### src/hdl/ppsrv_pkg.sv
package ppsrv_pkg;

  localparam int CFG_IDX_W  = 1;
  localparam int CFG_DATA_W = 5;

  localparam logic [CFG_IDX_W-1:0] CFG_IDX_PREEMPT = 1'b0;
  localparam logic [CFG_IDX_W-1:0] CFG_IDX_NCLASS  = 1'b1;

  localparam logic [4:0] NCLASS_RESET = 5'd4;

  localparam logic FUNC_ARRIVAL = 1'b0;
  localparam logic FUNC_TICK    = 1'b1;

  typedef enum logic [2:0] {
    STAT_NONE      = 3'd0,
    STAT_STARTED   = 3'd1,
    STAT_QUEUED    = 3'd2,
    STAT_PREEMPTED = 3'd3,
    STAT_COMPLETED = 3'd4,
    STAT_REJECTED  = 3'd5
  } status_t;

  typedef enum logic [3:0] {
    ST_IDLE,
    ST_EVAL,
    ST_SCAN_RD,
    ST_SCAN_CMP,
    ST_SHIFT_RD,
    ST_SHIFT_WR,
    ST_PUT,
    ST_POP_RD,
    ST_POP_LD,
    ST_DONE
  } state_t;

  typedef struct packed {
    logic       preempt_enable;
    logic [4:0] num_classes;
  } cfg_t;

  typedef struct packed {
    logic        func;
    logic [7:0]  job_id;
    logic [4:0]  priority_req;
    logic [15:0] service_time;
  } job_in_t;

  // Job tag kept with every queued or running job; remaining ticks travel beside it.
  typedef struct packed {
    logic [7:0]  id;
    logic [4:0]  cls;
    logic [15:0] seq;
  } job_tag_t;

  typedef struct packed {
    status_t    status;
    logic [7:0] event_job_id;
    logic [7:0] running_job_id;
    logic       server_busy;
  } res_t;

endpackage

### src/hdl/ppsrv_ram.sv
module ppsrv_ram #(
  parameter int DEPTH = 16,
  parameter int WIDTH = 45
) (
  input  logic                     clk,
  input  logic                     we,
  input  logic [$clog2(DEPTH)-1:0] waddr,
  input  logic [WIDTH-1:0]         wdata,
  input  logic [$clog2(DEPTH)-1:0] raddr,
  output logic [WIDTH-1:0]         rdata
);

  logic [WIDTH-1:0] mem [DEPTH];

  always_ff @(posedge clk) begin
    if (we) begin
      mem[waddr] <= wdata;
    end
  end

  always_ff @(posedge clk) begin
    rdata <= mem[raddr];
  end

endmodule

### src/hdl/ppsrv_order_cmp.sv
module ppsrv_order_cmp (
  input  ppsrv_pkg::job_tag_t a,
  input  ppsrv_pkg::job_tag_t b,
  input  logic [15:0]         now_seq,
  output logic                a_first
);

  import ppsrv_pkg::*;

  logic [15:0] age_a;
  logic [15:0] age_b;

  // Ages are taken modulo 2^16 against the current arrival counter.
  assign age_a = now_seq - a.seq;
  assign age_b = now_seq - b.seq;

  always_comb begin
    if (a.cls != b.cls) begin
      a_first = (a.cls < b.cls);
    end else begin
      a_first = (age_a > age_b);
    end
  end

endmodule

### src/hdl/ppsrv_core.sv
module ppsrv_core #(
  parameter int QUEUE_DEPTH = 16,
  parameter int TIME_BITS   = 16
) (
  input  logic                             clk,
  input  logic                             rst_n,
  input  ppsrv_pkg::cfg_t                  cfg,
  input  logic                             in_valid,
  output logic                             in_ready,
  input  ppsrv_pkg::job_in_t               in_job,
  output logic                             out_valid,
  input  logic                             out_ready,
  output ppsrv_pkg::res_t                  out_res,
  output logic [$clog2(QUEUE_DEPTH+1)-1:0] out_count
);

  import ppsrv_pkg::*;

  localparam int AW = $clog2(QUEUE_DEPTH);
  localparam int CW = $clog2(QUEUE_DEPTH + 1);
  localparam int PW = CW + 1;
  localparam int EW = $bits(job_tag_t) + TIME_BITS;
  localparam logic [31:0] TIME_MAX = 32'((64'd1 << TIME_BITS) - 64'd1);
  localparam logic [CW-1:0] ONE_C = CW'(1);
  localparam logic [CW-1:0] FULL_C = CW'(QUEUE_DEPTH);

  state_t               state_r, state_nxt;
  logic                 busy_r, busy_nxt;
  job_tag_t             run_tag_r, run_tag_nxt;
  logic [TIME_BITS-1:0] run_rem_r, run_rem_nxt;
  logic [CW-1:0]        count_r, count_nxt;
  logic [AW-1:0]        head_r, head_nxt;
  logic [15:0]          seq_r, seq_nxt;
  logic                 out_valid_r, out_valid_nxt;

  job_in_t              job_r, job_nxt;
  job_tag_t             ins_tag_r, ins_tag_nxt;
  logic [TIME_BITS-1:0] ins_rem_r, ins_rem_nxt;
  logic [CW-1:0]        i_r, i_nxt;
  logic [CW-1:0]        j_r, j_nxt;
  logic [CW-1:0]        pos_r, pos_nxt;
  status_t              status_r, status_nxt;
  logic [7:0]           ev_r, ev_nxt;
  res_t                 out_res_r, out_res_nxt;
  logic [CW-1:0]        out_count_r, out_count_nxt;

  logic                 ram_we;
  logic [AW-1:0]        ram_waddr;
  logic [EW-1:0]        ram_wdata;
  logic [AW-1:0]        ram_raddr;
  logic [EW-1:0]        ram_rdata;
  job_tag_t             rd_tag;
  logic [TIME_BITS-1:0] rd_rem;

  job_tag_t             cmp_a;
  job_tag_t             cmp_b;
  logic                 a_first;

  job_tag_t             new_tag;
  logic [TIME_BITS-1:0] new_rem;
  logic [15:0]          svc_eff;
  logic [31:0]          svc_sat;
  logic                 class_bad;

  // Queue positions are logical offsets from the head of a circular buffer.
  function automatic logic [AW-1:0] phys(input logic [CW-1:0] idx);
    logic [PW-1:0] sum;
    sum = PW'(head_r) + PW'(idx);
    if (sum >= PW'(QUEUE_DEPTH)) begin
      sum = sum - PW'(QUEUE_DEPTH);
    end
    return sum[AW-1:0];
  endfunction

  ppsrv_ram #(
    .DEPTH(QUEUE_DEPTH),
    .WIDTH(EW)
  ) u_ram (
    .clk  (clk),
    .we   (ram_we),
    .waddr(ram_waddr),
    .wdata(ram_wdata),
    .raddr(ram_raddr),
    .rdata(ram_rdata)
  );

  ppsrv_order_cmp u_cmp (
    .a      (cmp_a),
    .b      (cmp_b),
    .now_seq(seq_r),
    .a_first(a_first)
  );

  assign rd_tag = ram_rdata[EW-1:TIME_BITS];
  assign rd_rem = ram_rdata[TIME_BITS-1:0];

  assign svc_eff   = (job_r.service_time == 16'd0) ? 16'd1 : job_r.service_time;
  assign svc_sat   = ({16'd0, svc_eff} > TIME_MAX) ? TIME_MAX : {16'd0, svc_eff};
  assign new_rem   = svc_sat[TIME_BITS-1:0];
  assign new_tag   = '{id: job_r.job_id, cls: job_r.priority_req, seq: seq_r};
  assign class_bad = (job_r.priority_req == 5'd0) || (job_r.priority_req > cfg.num_classes);

  assign in_ready  = (state_r == ST_IDLE);
  assign out_valid = out_valid_r;
  assign out_res   = out_res_r;
  assign out_count = out_count_r;

  always_ff @(posedge clk) begin
    if (!rst_n) begin
      state_r <= ST_IDLE;
    end else begin
      state_r <= state_nxt;
    end
  end

  always_ff @(posedge clk) begin
    if (!rst_n) begin
      busy_r      <= 1'b0;
      run_tag_r   <= '0;
      run_rem_r   <= '0;
      count_r     <= '0;
      head_r      <= '0;
      seq_r       <= '0;
      out_valid_r <= 1'b0;
    end else begin
      busy_r      <= busy_nxt;
      run_tag_r   <= run_tag_nxt;
      run_rem_r   <= run_rem_nxt;
      count_r     <= count_nxt;
      head_r      <= head_nxt;
      seq_r       <= seq_nxt;
      out_valid_r <= out_valid_nxt;
    end
  end

  always_ff @(posedge clk) begin
    job_r       <= job_nxt;
    ins_tag_r   <= ins_tag_nxt;
    ins_rem_r   <= ins_rem_nxt;
    i_r         <= i_nxt;
    j_r         <= j_nxt;
    pos_r       <= pos_nxt;
    status_r    <= status_nxt;
    ev_r        <= ev_nxt;
    out_res_r   <= out_res_nxt;
    out_count_r <= out_count_nxt;
  end

  always_comb begin
    state_nxt     = state_r;
    busy_nxt      = busy_r;
    run_tag_nxt   = run_tag_r;
    run_rem_nxt   = run_rem_r;
    count_nxt     = count_r;
    head_nxt      = head_r;
    seq_nxt       = seq_r;
    out_valid_nxt = out_valid_r;
    job_nxt       = job_r;
    ins_tag_nxt   = ins_tag_r;
    ins_rem_nxt   = ins_rem_r;
    i_nxt         = i_r;
    j_nxt         = j_r;
    pos_nxt       = pos_r;
    status_nxt    = status_r;
    ev_nxt        = ev_r;
    out_res_nxt   = out_res_r;
    out_count_nxt = out_count_r;

    ram_we    = 1'b0;
    ram_waddr = phys(pos_r);
    ram_wdata = {ins_tag_r, ins_rem_r};
    ram_raddr = phys(i_r);
    cmp_a     = ins_tag_r;
    cmp_b     = rd_tag;

    if (out_valid_r && out_ready) begin
      out_valid_nxt = 1'b0;
    end

    unique case (state_r)
      ST_IDLE: begin
        if (in_valid) begin
          job_nxt   = in_job;
          state_nxt = ST_EVAL;
        end
      end

      ST_EVAL: begin
        status_nxt = STAT_NONE;
        ev_nxt     = 8'd0;
        state_nxt  = ST_DONE;
        // A fresh arrival is never older than the running job, so the order
        // compare reduces to a strictly better class here.
        cmp_a      = new_tag;
        cmp_b      = run_tag_r;
        if (job_r.func == FUNC_ARRIVAL) begin
          ev_nxt = job_r.job_id;
          if (class_bad) begin
            status_nxt = STAT_REJECTED;
          end else if (!busy_r) begin
            run_tag_nxt = new_tag;
            run_rem_nxt = new_rem;
            busy_nxt    = 1'b1;
            status_nxt  = STAT_STARTED;
            seq_nxt     = seq_r + 16'd1;
          end else if (count_r == FULL_C) begin
            status_nxt = STAT_REJECTED;
          end else if (cfg.preempt_enable && a_first) begin
            ev_nxt      = run_tag_r.id;
            ins_tag_nxt = run_tag_r;
            ins_rem_nxt = run_rem_r;
            run_tag_nxt = new_tag;
            run_rem_nxt = new_rem;
            status_nxt  = STAT_PREEMPTED;
            i_nxt       = '0;
            state_nxt   = ST_SCAN_RD;
          end else begin
            ins_tag_nxt = new_tag;
            ins_rem_nxt = new_rem;
            status_nxt  = STAT_QUEUED;
            i_nxt       = '0;
            state_nxt   = ST_SCAN_RD;
          end
        end else if (busy_r) begin
          if (run_rem_r <= TIME_BITS'(1)) begin
            status_nxt = STAT_COMPLETED;
            ev_nxt     = run_tag_r.id;
            if (count_r != '0) begin
              state_nxt = ST_POP_RD;
            end else begin
              busy_nxt    = 1'b0;
              run_tag_nxt = '0;
              run_rem_nxt = '0;
            end
          end else begin
            run_rem_nxt = run_rem_r - TIME_BITS'(1);
          end
        end
      end

      ST_SCAN_RD: begin
        if (i_r == count_r) begin
          pos_nxt   = i_r;
          j_nxt     = count_r;
          state_nxt = ST_SHIFT_RD;
        end else begin
          state_nxt = ST_SCAN_CMP;
        end
      end

      ST_SCAN_CMP: begin
        if (a_first) begin
          pos_nxt   = i_r;
          j_nxt     = count_r;
          state_nxt = ST_SHIFT_RD;
        end else begin
          i_nxt     = i_r + ONE_C;
          state_nxt = ST_SCAN_RD;
        end
      end

      ST_SHIFT_RD: begin
        ram_raddr = phys(j_r - ONE_C);
        if (j_r == pos_r) begin
          state_nxt = ST_PUT;
        end else begin
          state_nxt = ST_SHIFT_WR;
        end
      end

      ST_SHIFT_WR: begin
        ram_we    = 1'b1;
        ram_waddr = phys(j_r);
        ram_wdata = ram_rdata;
        j_nxt     = j_r - ONE_C;
        state_nxt = ST_SHIFT_RD;
      end

      ST_PUT: begin
        ram_we    = 1'b1;
        count_nxt = count_r + ONE_C;
        seq_nxt   = seq_r + 16'd1;
        state_nxt = ST_DONE;
      end

      ST_POP_RD: begin
        ram_raddr = head_r;
        state_nxt = ST_POP_LD;
      end

      ST_POP_LD: begin
        run_tag_nxt = rd_tag;
        run_rem_nxt = rd_rem;
        head_nxt    = (head_r == AW'(QUEUE_DEPTH - 1)) ? '0 : head_r + AW'(1);
        count_nxt   = count_r - ONE_C;
        state_nxt   = ST_DONE;
      end

      ST_DONE: begin
        if (!out_valid_r || out_ready) begin
          out_valid_nxt = 1'b1;
          out_res_nxt   = '{status:         status_r,
                            event_job_id:   ev_r,
                            running_job_id: busy_r ? run_tag_r.id : 8'd0,
                            server_busy:    busy_r};
          out_count_nxt = count_r;
          state_nxt     = ST_IDLE;
        end
      end

      default: begin
        state_nxt = ST_IDLE;
      end
    endcase
  end

  a_count_bound: assert property (@(posedge clk) disable iff (!rst_n)
    count_r <= FULL_C)
    else $error("queue count exceeds depth");

  a_idle_empty: assert property (@(posedge clk) disable iff (!rst_n)
    !busy_r |-> (count_r == '0))
    else $error("jobs waiting while server idle");

  a_accept_eval: assert property (@(posedge clk) disable iff (!rst_n)
    (in_valid && in_ready) |=> (state_r == ST_EVAL))
    else $error("accepted beat not evaluated");

  a_result_from_done: assert property (@(posedge clk) disable iff (!rst_n)
    $rose(out_valid_r) |-> $past(state_r == ST_DONE))
    else $error("result posted outside done state");

endmodule

### src/hdl/preemptive_priority_server_top.sv
// A tick, a rejected arrival or an arrival to an idle server passes from EVAL straight to DONE,
// where its result is registered; a completion that starts a queued job also passes POP_RD and POP_LD.
// An insert into the wait queue grows with the number of jobs waiting, set by the
// sequential scan and shift through the queue memory and the one order comparator.
// One beat is in work at a time; the next is taken once the result is in the output
// register. Reset is synchronous, active low, and clears the count.
module preemptive_priority_server_top #(
  parameter int QUEUE_DEPTH = 16,
  parameter int TIME_BITS   = 16
) (
  input  logic                                  clk,
  input  logic                                  rst_n,
  input  logic                                  cfg_we,
  input  logic [ppsrv_pkg::CFG_IDX_W-1:0]       cfg_index,
  input  logic [ppsrv_pkg::CFG_DATA_W-1:0]      cfg_wdata,
  input  logic                                  in_tvalid,
  output logic                                  in_tready,
  // job_id[7:0], priority_req[12:8], service_time[28:13], zero fill
  input  logic [31:0]                           in_tdata,
  // func[0]
  input  logic                                  in_tuser,
  output logic                                  out_tvalid,
  input  logic                                  out_tready,
  // status, event_job_id, running_job_id, server_busy, queue_count, zero fill
  output logic [((20+$clog2(QUEUE_DEPTH+1)+7)/8)*8-1:0] out_tdata
);

  import ppsrv_pkg::*;

  localparam int CW    = $clog2(QUEUE_DEPTH + 1);
  localparam int OUT_W = ((20 + CW + 7) / 8) * 8;

  cfg_t          cfg_r;
  job_in_t       in_job;
  res_t          res;
  logic [CW-1:0] res_count;

  always_ff @(posedge clk) begin
    if (!rst_n) begin
      cfg_r.preempt_enable <= 1'b0;
      cfg_r.num_classes    <= NCLASS_RESET;
    end else if (cfg_we) begin
      unique case (cfg_index)
        CFG_IDX_PREEMPT: cfg_r.preempt_enable <= cfg_wdata[0];
        CFG_IDX_NCLASS:  cfg_r.num_classes    <= cfg_wdata[4:0];
      endcase
    end
  end

  assign in_job = '{func:         in_tuser,
                    job_id:       in_tdata[7:0],
                    priority_req: in_tdata[12:8],
                    service_time: in_tdata[28:13]};

  ppsrv_core #(
    .QUEUE_DEPTH(QUEUE_DEPTH),
    .TIME_BITS  (TIME_BITS)
  ) u_core (
    .clk      (clk),
    .rst_n    (rst_n),
    .cfg      (cfg_r),
    .in_valid (in_tvalid),
    .in_ready (in_tready),
    .in_job   (in_job),
    .out_valid(out_tvalid),
    .out_ready(out_tready),
    .out_res  (res),
    .out_count(res_count)
  );

  assign out_tdata = OUT_W'({res_count, res.server_busy, res.running_job_id,
                             res.event_job_id, res.status});

endmodule
### config.mk
export PLATFORM = sky130hd
export DESIGN_NAME = preemptive_priority_server_top
export DESIGN_NICKNAME = d
export VERILOG_FILES = /design/src/hdl/ppsrv_pkg.sv /design/src/hdl/ppsrv_ram.sv /design/src/hdl/ppsrv_order_cmp.sv /design/src/hdl/ppsrv_core.sv /design/src/hdl/preemptive_priority_server_top.sv
export SDC_FILE = /design/constraint.sdc
export NUM_CORES = 1
export LEC_CHECK = 0
export ABC_AREA = 1
export BUFFER_PORTS_ARGS = -buffer_cell sky130_fd_sc_hd__buf_2
export CAP_MARGIN = 10
export CORE_MARGIN = 3
export CORE_UTILIZATION = 51
export CTS_CLUSTER_DIAMETER = 150
export DETAILED_ROUTE_END_ITERATION = 7
export HOLD_SLACK_MARGIN = 0.1
export PLACE_DENSITY = 0.71
export SLEW_MARGIN = 20
export SYNTH_ARGS = -nofsm -noshare
export SYNTH_HDL_FRONTEND = slang
export SYNTH_SLANG_ARGS = --single-unit
### constraint.sdc
create_clock -name clk -period 5 [get_ports clk]
set_input_delay 1.25 -clock clk [delete_from_list [all_inputs] [get_ports clk]]
set_output_delay 1.25 -clock clk [all_outputs]
set_load 0.01 [all_outputs]
== After elaboration in Yosys (flattened, before gate mapping) ==
Memories as Yosys holds them, arrays and structs flattened. A register that Yosys moved wholly into a read port is not among the register bits.
Cells that the tools add are included.

* Bits of input ports: 44
* Output and inout bits: 34
* Bits in writable memories: 720
* Memories: 1
* Flip-flop bits (word level): 208
* Logic and storage cells: 209

* Bitwise operators: 4
* Eq/ne operators: 32
* Mux-type cells: 87
* $add $sub $neg: 17
* Reductions and logical operators: 30
* Magnitude comparators: 8

{| class="wikitable"
|+ Memories
! memory !! depth !! width !! read ports !! clocked after memory_dff !! wr ports !! RTL line !! RTL
|-
| u_core.u_ram.mem || 16 || 45 || 1 || 1 || 1 || ppsrv_ram.sv:13 || <nowiki>logic [WIDTH-1:0] mem [DEPTH];</nowiki>
|}

{| class="wikitable"
|+ Operators with widths
! operator !! number
|-
| 2-to-1 mux 29 bit || 9
|-
| 2-to-1 mux 16 bit || 13
|-
| case mux 16 bit (2 select lines) || 2
|-
| 2-to-1 mux 4 bit || 15
|-
| case mux 29 bit (2 select lines) || 1
|-
| 2-to-1 mux 8 bit || 7
|-
| 2-to-1 mux 45 bit || 1
|-
| 2-to-1 mux 5 bit || 9
|-
| 2-to-1 mux 21 bit || 2
|-
| case mux 4 bit (9 select lines) || 1
|-
| subtractor 16 bit || 2
|-
| case mux 5 bit (2 select lines) || 3
|-
| adder 4 x 5 -> 6 bit || 4
|-
| >= comparator 6 x 5 -> 1 bit (second input constant) || 4
|-
| 2-to-1 mux 3 bit || 8
|-
| adder 16 x 1 -> 16 bit (second input constant) || 1
|-
| equality test 4 x 3 -> 1 bit (second input constant) || 4
|-
| > comparator 16 bit || 1
|-
| less-or-equal comparator 16 x 1 -> 1 bit (second input constant) || 1
|-
| zero test 16 bit || 1
|-
| subtractor 16 x 1 -> 16 bit (second input constant) || 1
|-
| subtractor 4 x 1 -> 4 bit (second input constant) || 4
|-
| case mux 5 bit (3 select lines) || 1
|-
| 2-to-1 mux 1 bit || 13
|-
| 34 further kinds || 70
|}

== Depth between registers and ports, before layout ==
* Depth in word-level cells: 12
* Depth in mapped cells: 32
* Mapped depth without buffers: 29

== Modules after synthesis ==
A second synthesis with hierarchy kept.

* Cell total of the unflattened synthesis: 4,918
* Area total of the unflattened synthesis: 45,688.8 µm²

{| class="wikitable"
|+ By module, submodules not included
! module !! times used !! area an instance (µm²) !! sequential area each (µm²) !! cells an instance
|-
| ppsrv_ram || 1 || 31,756.7 || 22,521.6 || 2,969
|-
| ppsrv_core || 1 || 11,413.4 || 5,305.1 || 1,510
|-
| ppsrv_order_cmp || 1 || 2,243.4 || 0.0 || 402
|-
| preemptive_priority_server_top || 1 || 275.3 || 120.1 || 37
|}

== Worst setup path before layout ==
Ideal clock, no wire load.

* Path kind: register to register
* From: register u_core.state_r[0]
* To: memory u_core.u_ram.mem[2][0] (enable)
* Clock period less this slack: 4.542 ns
* Arrival time: 4.094 ns
* Setup slack: 0.458 ns
* Buffers on the path: 1
* Cell stages (with the launch flop): 15
* Required time: 4.552 ns
* Library setup time: 0.448 ns
* Cells stage by stage: dfxtp_1 -> inv_2 -> nor2_2 -> nand2_1 -> clkbuf_1 -> inv_1 -> nand2_1 -> o21ai_0 -> inv_1 -> ha_1 -> inv_1 -> fa_1 -> inv_1 -> nand3_1 -> nor2_1

* Word-level cells in the longest chain between the ends: 5
* Elaborated cells between the ends (all ways): 7
* Those cells by class: 2 x eq/ne; 4 x mux; 1 x reduce/logical

{| class="wikitable"
|+ Ends and longest elaborated chain
! item !! RTL line !! RTL
|-
| from (decl) || ppsrv_core.sv:27 || <nowiki>state_t state_r, state_nxt;</nowiki>
|-
| from (signal assigned) || ppsrv_core.sv:112 || <nowiki>state_r <= state_nxt;</nowiki>
|-
| equality test 4 x 3 -> 1 bit || ppsrv_core.sv:180 || <nowiki>unique case (state_r)</nowiki>
|-
| OR reduction 2 bit (no line) || n/a ||
|-
| 2-to-1 mux 1 bit || ppsrv_core.sv:180 ||
|-
| 2-to-1 mux 1 bit || ppsrv_ram.sv:16 || <nowiki>if (we) begin</nowiki>
|-
| 2-to-1 mux 1 bit (implied by the code) || ppsrv_ram.sv:17 || <nowiki>mem[waddr] <= wdata;</nowiki>
|-
| to (decl) || ppsrv_ram.sv:13 ||
|}

Parallel ways exist; a longest one is shown, timed or not.

== Final worst setup path ==
* From: register u_core.state_r[0]
* To: register u_core.ins_tag_r[8] (netlist bit) (data pin)

* Word-level cells in the longest chain between the ends: 7
* Elaborated cells between the ends (all ways): 11
* Those cells by class: 2 x add/sub; 2 x order compare; 2 x eq/ne; 4 x mux; 1 x reduce/logical

{| class="wikitable"
|+ Ends and longest elaborated chain
! item !! RTL line !! RTL
|-
| equality test 4 x 1 -> 1 bit * || ppsrv_core.sv:180 ||
|-
| 2-to-1 mux 21 bit || ppsrv_core.sv:180 ||
|-
| subtractor 16 bit (on tied branches) || ppsrv_order_cmp.sv:14, ppsrv_order_cmp.sv:15 ||
|-
| > comparator 16 bit || ppsrv_order_cmp.sv:21 || <nowiki>a_first = (age_a > age_b);</nowiki>
|-
| 2-to-1 mux 1 bit * || ppsrv_order_cmp.sv:18 || <nowiki>if (a.cls != b.cls) begin</nowiki>
|-
| logical AND 1 bit * || ppsrv_core.sv:208 || <nowiki>end else if (cfg.preempt_enable && a_first) begin</nowiki>
|-
| 2-to-1 mux 29 bit * || ppsrv_core.sv:208 ||
|-
| to (signal assigned) || ppsrv_core.sv:138 || <nowiki>ins_tag_r <= ins_tag_nxt;</nowiki>
|-
| to (decl) || ppsrv_core.sv:37 || <nowiki>job_tag_t ins_tag_r, ins_tag_nxt;</nowiki>
|}

Every way passes the cells marked *; elsewhere a longest branch is shown, timed or not.
A chain may end at the register's enable or synchronous reset.

==> impl_summary.log <==
[metrics] outcome: complete, no violations
[metrics] number of levels in the clock H-tree: 3
[metrics] delay-heaviest family, CP: compound AO/OA/AOI/OAI gates
[metrics] Internal Power: 15.7 mW
[metrics] routed metal-1 wirelength: 46.1 mm
[metrics] largest cells by area after synthesis: edfxtp_1, o21ai_0, dfxtp_1
[metrics] P_leak: about 18 nW
[metrics] count of yosys warnings during synthesis: 0
[metrics] clock tree from TritonCTS: yes
[metrics] worst hold path class: reg2reg
[metrics] die boundary width: 297 µm
[metrics] number of setup violations in the final report: 0
[metrics] mux share of post-synthesis cell area: 0%
[metrics] Layout Nets: 4212
[metrics] number of hold violations in the final report: 0
[metrics] most used standard cell by instance count after synthesis: edfxtp_1
[metrics] Clock Pin Slew Worst Setup and Hold Paths: approximately 70 ps
[metrics] Post-Syn Area per Cell: ~11 µm²
[metrics] Layout Area Growth over Synthesis: 12.5%
[metrics] FILL cells: between 6000 and 7000
[metrics] I/O pin count: 78
[metrics] Slew @ Worst Pin: slightly below 1000 ps
[metrics] RSZ-0062 raised after global routing: no
[metrics] count of mapped cells out of synthesis: 4036
[metrics] area of the die: 88200 µm²
[metrics] Critical Setup Path Class: reg2reg
[metrics] headroom to the max-slew limit: 35.2%
[metrics] Post-synth EDFFs: 846
[metrics] most used cell along the critical path: nand2_1
[metrics] core area: 83800 µm²
[metrics] launching element type of the critical path: register
[metrics] Critical Path AT: 5010 ps
[metrics] metal2 WL: ~53 mm
[metrics] highest ir drop seen on vdd: 0.438 mV
[metrics] synthesized-area fraction occupied by adder cells: under 10%
[metrics] placed cell areas: 45000 µm²
[metrics] Fmax: 216 MHz
[metrics] commonest cells in the synthesized netlist: edfxtp_1, nand2_1, o21ai_0
[metrics] global-route wire length before repair: between 150 and 200 mm
[metrics] residual antenna-violating net count after detailed routing: 0
[metrics] required time of the worst setup path: about 5400 ps
[metrics] Final Max Slew Viols: 0
[metrics] pwr/cell area: 489 nW/µm²
[metrics] DR WL/cell: 21.2 µm
[metrics] maximum count of clock buffers along a single path: 3
[metrics] number of unique standard cell types used by synthesis: 54
[metrics] Clock Skews: between 40 and 50 ps
[metrics] final design instance area without fill: 48600 µm²
[metrics] combinational share of power: 27.8%
[metrics] vias per cell: 5.72
[metrics] vias in the first global route: between 20000 and 30000
[metrics] starting utilization of the core area: 51.5%
[metrics] Seq/Total Area, Yosys: between 60 and 70%
[metrics] post-synthesis compound-gate area fraction: 12.7%
[metrics] Num Clock Sinks: 973
[metrics] post-synth top area cell: edfxtp_1
[metrics] crit path max fanout: 21
[metrics] buffers added on ports: 67
[metrics] Clk network pwr share: 31.6%
[metrics] Buffers & Inverters on Critical Path: 6
[metrics] detailed-route DRC error count: 0
[metrics] fraction of final layout cells with drive strength greater than 1: 9.77%
[metrics] kind of capture point of the worst setup path: register
[metrics] Max Cap Viol: 0
[metrics] Multi-input gate area: 12800 µm²
[metrics] synthesized-area fraction occupied by and/or/nand/nor cells: 12.6%
[metrics] most frequently used flop master after synthesis: edfxtp_1
[metrics] placed wire-length estimate after detailed placement: between 60 and 70 mm
[metrics] total number of vias: 30400
[metrics] setup tns final: 0 ps
[metrics] die height: 297 µm
[metrics] Seq. cell area: 27900 µm²
[metrics] FFs w/ async S/R, synth: 0%
[metrics] uppermost routed layer: met4
[metrics] final worst path period share: 92.7%
[metrics] main combinational cell family by area after synthesis: compound AO/OA/AOI/OAI gates
[metrics] Final min period: 4630 ps
[metrics] global-route usage over all layers: 24.7%
[metrics] library cell used as clock root buffer: clkbuf_16
[metrics] Final GP Congestion: 0.908
[metrics] slowest library cell on the worst path: dfxtp_1
[metrics] antenna violations before repair: 3
[metrics] number of cell rows: 106
[metrics] flip-flop and latch count after synthesis: 973
[metrics] overflow left after global routing: 0
[metrics] total power: 23.8 mW
[metrics] detailed-route wire length: 113 mm
[metrics] Post-CTS Hold Buffers: 0
[metrics] Flop pwr share: around two fifths
[metrics] met3 wire length: between 10 and 15 mm
[metrics] source-to-sink clock delay at the later pin of the worst-skew pair: 660 ps
[metrics] Antenna Cells: 0
[metrics] maximum number of pins on one net before global-route repair: about 180
[metrics] CTS Buf Count: 97
[metrics] Net Switching: 8.04 mW
[metrics] share of total power consumed by net switching: around a third
[metrics] post-synth top area share: 58.8%
[metrics] parity-gate share of the synthesized area counting xor and xnor cells: approximately 1.3%
[metrics] post-synthesis instance area: 43200 µm²
[metrics] Pre-antenna DRT Iters: 6
[metrics] maximum cell stage delay along the critical path: 350 ps
[metrics] DRC marker count from the first detailed-route iteration: ~3400
-- timing repair --
item,4_1_cts,5_1_grt
setup endpoints to repair,0,114
setup buffers,0,5
hold endpoints to repair,0,0
gates resized for setup,0,27
-- per-layer routing --
metal,vias up,track usage (%)
li1,14200,-
met5,-,0
met1,14600,33.9
met2,1403,40.0
met4,0,8.06
met3,216,4.75
-- through the flow --
stage	hold slack, ps	util (%)	std cells	worst slack [ps]
6_report	417	58.0	5309	366
5_1_grt	426	58.0	5309	16.7
4_1_cts	419	57.7	5299	1.57
3_5_place_dp	405	53.7	5117	39.7
3_3_place_gp	401	53.7	5117	181
2_1_floorplan	400	-	4042	458
-- worst paths after layout --
kind / start / endpoint / slack [ps] / depth (start not counted)
worst max-delay path: u_core.state_r[0] / u_core.ins_tag_r[8] / 370 / 27
worst min-delay path: u_core.status_r[2] / u_core.out_res[19] / 420 / 0
worst max register to register: u_core.state_r[0] / u_core.ins_tag_r[8] / 370 / 27
worst min register to register: u_core.status_r[2] / u_core.out_res[19] / 420 / 0
-- cells in the final DEF (no fill, tap or decap), types with 5 or more instances in the layout --
cell,count
nor3_1,14
o2111ai_1,47
bufinv_16,13
o21ai_0,532
xor2_1,51
o22ai_1,8
ha_1,71
o21ai_1,68
xnor2_1,15
conb_1,7
nand2_1,649
clkbuf_8,8
a21oi_1,84
dfxtp_1,127
nor2_1,401
nand2_2,5
clkbuf_1,21
buf_4,83
nor2_4,25
clkbuf_16,101
o211ai_1,186
nand3_1,139
inv_6,5
nand4_1,49
fa_1,5
nand2_4,7
clkinv_2,21
buf_2,67
edfxtp_1,846
clkinv_1,12
buf_12,18
inv_2,13
inv_1,407
-- logic make-up after synthesis --
logic type	after synthesis
other	1
buffers and inverters	652
flip-flops	973
AND/OR/NAND/NOR	1316
AO/OA/AOI/OAI	952
XOR/XNOR	66
adder cells (fa/ha/maj)	76
-- layout make-up --
class	count	share of cell area [%]
Multi-Input combinational cell	2418	26.3
Sequential cell	973	57.5
Tap cell	1134	2.92
Inverter	425	3.31
Timing Repair Buffer	177	3.11
Clock inverter	56	1.46
Clock buffer	126	5.39
-- state kept, by name (all words and copies together) (netlist names) --
register and flops:
u_core.ins_rem_r 16, u_core.out_valid 1, u_core.run_tag_r 29, u_core.out_res 20
u_core.u_ram.rdata 45, u_core.seq_r 16, u_core.ins_tag_r 29, u_core.status_r 3
u_core.ev_r 8, u_core.state_r 4, u_core.busy_r 1, u_core.j_r 5
u_core.run_rem_r 16, u_core.count_r 5, u_core.head_r 4, u_core.out_count 5
u_core.u_ram.mem 720, u_core.i_r 5, u_core.job_r 30, cfg_r 6
u_core.pos_r 5
-- power by group through the flow --
| stage | combinational (mW) | sequential (mW) | clock [mW] |
|---|---|---|---|
| after floorplan | 4.80 | 9.56 | 0 |
| after global placement | 6.27 | 9.78 | 0 |
| after detailed placement | 6.40 | 9.78 | 0 |
| after CTS | 6.46 | 9.61 | 7.60 |
| after global routing | 7.42 | 9.67 | 7.95 |
| final | 6.62 | 9.64 | 7.52 |
(Power assumes the default switching activity.)
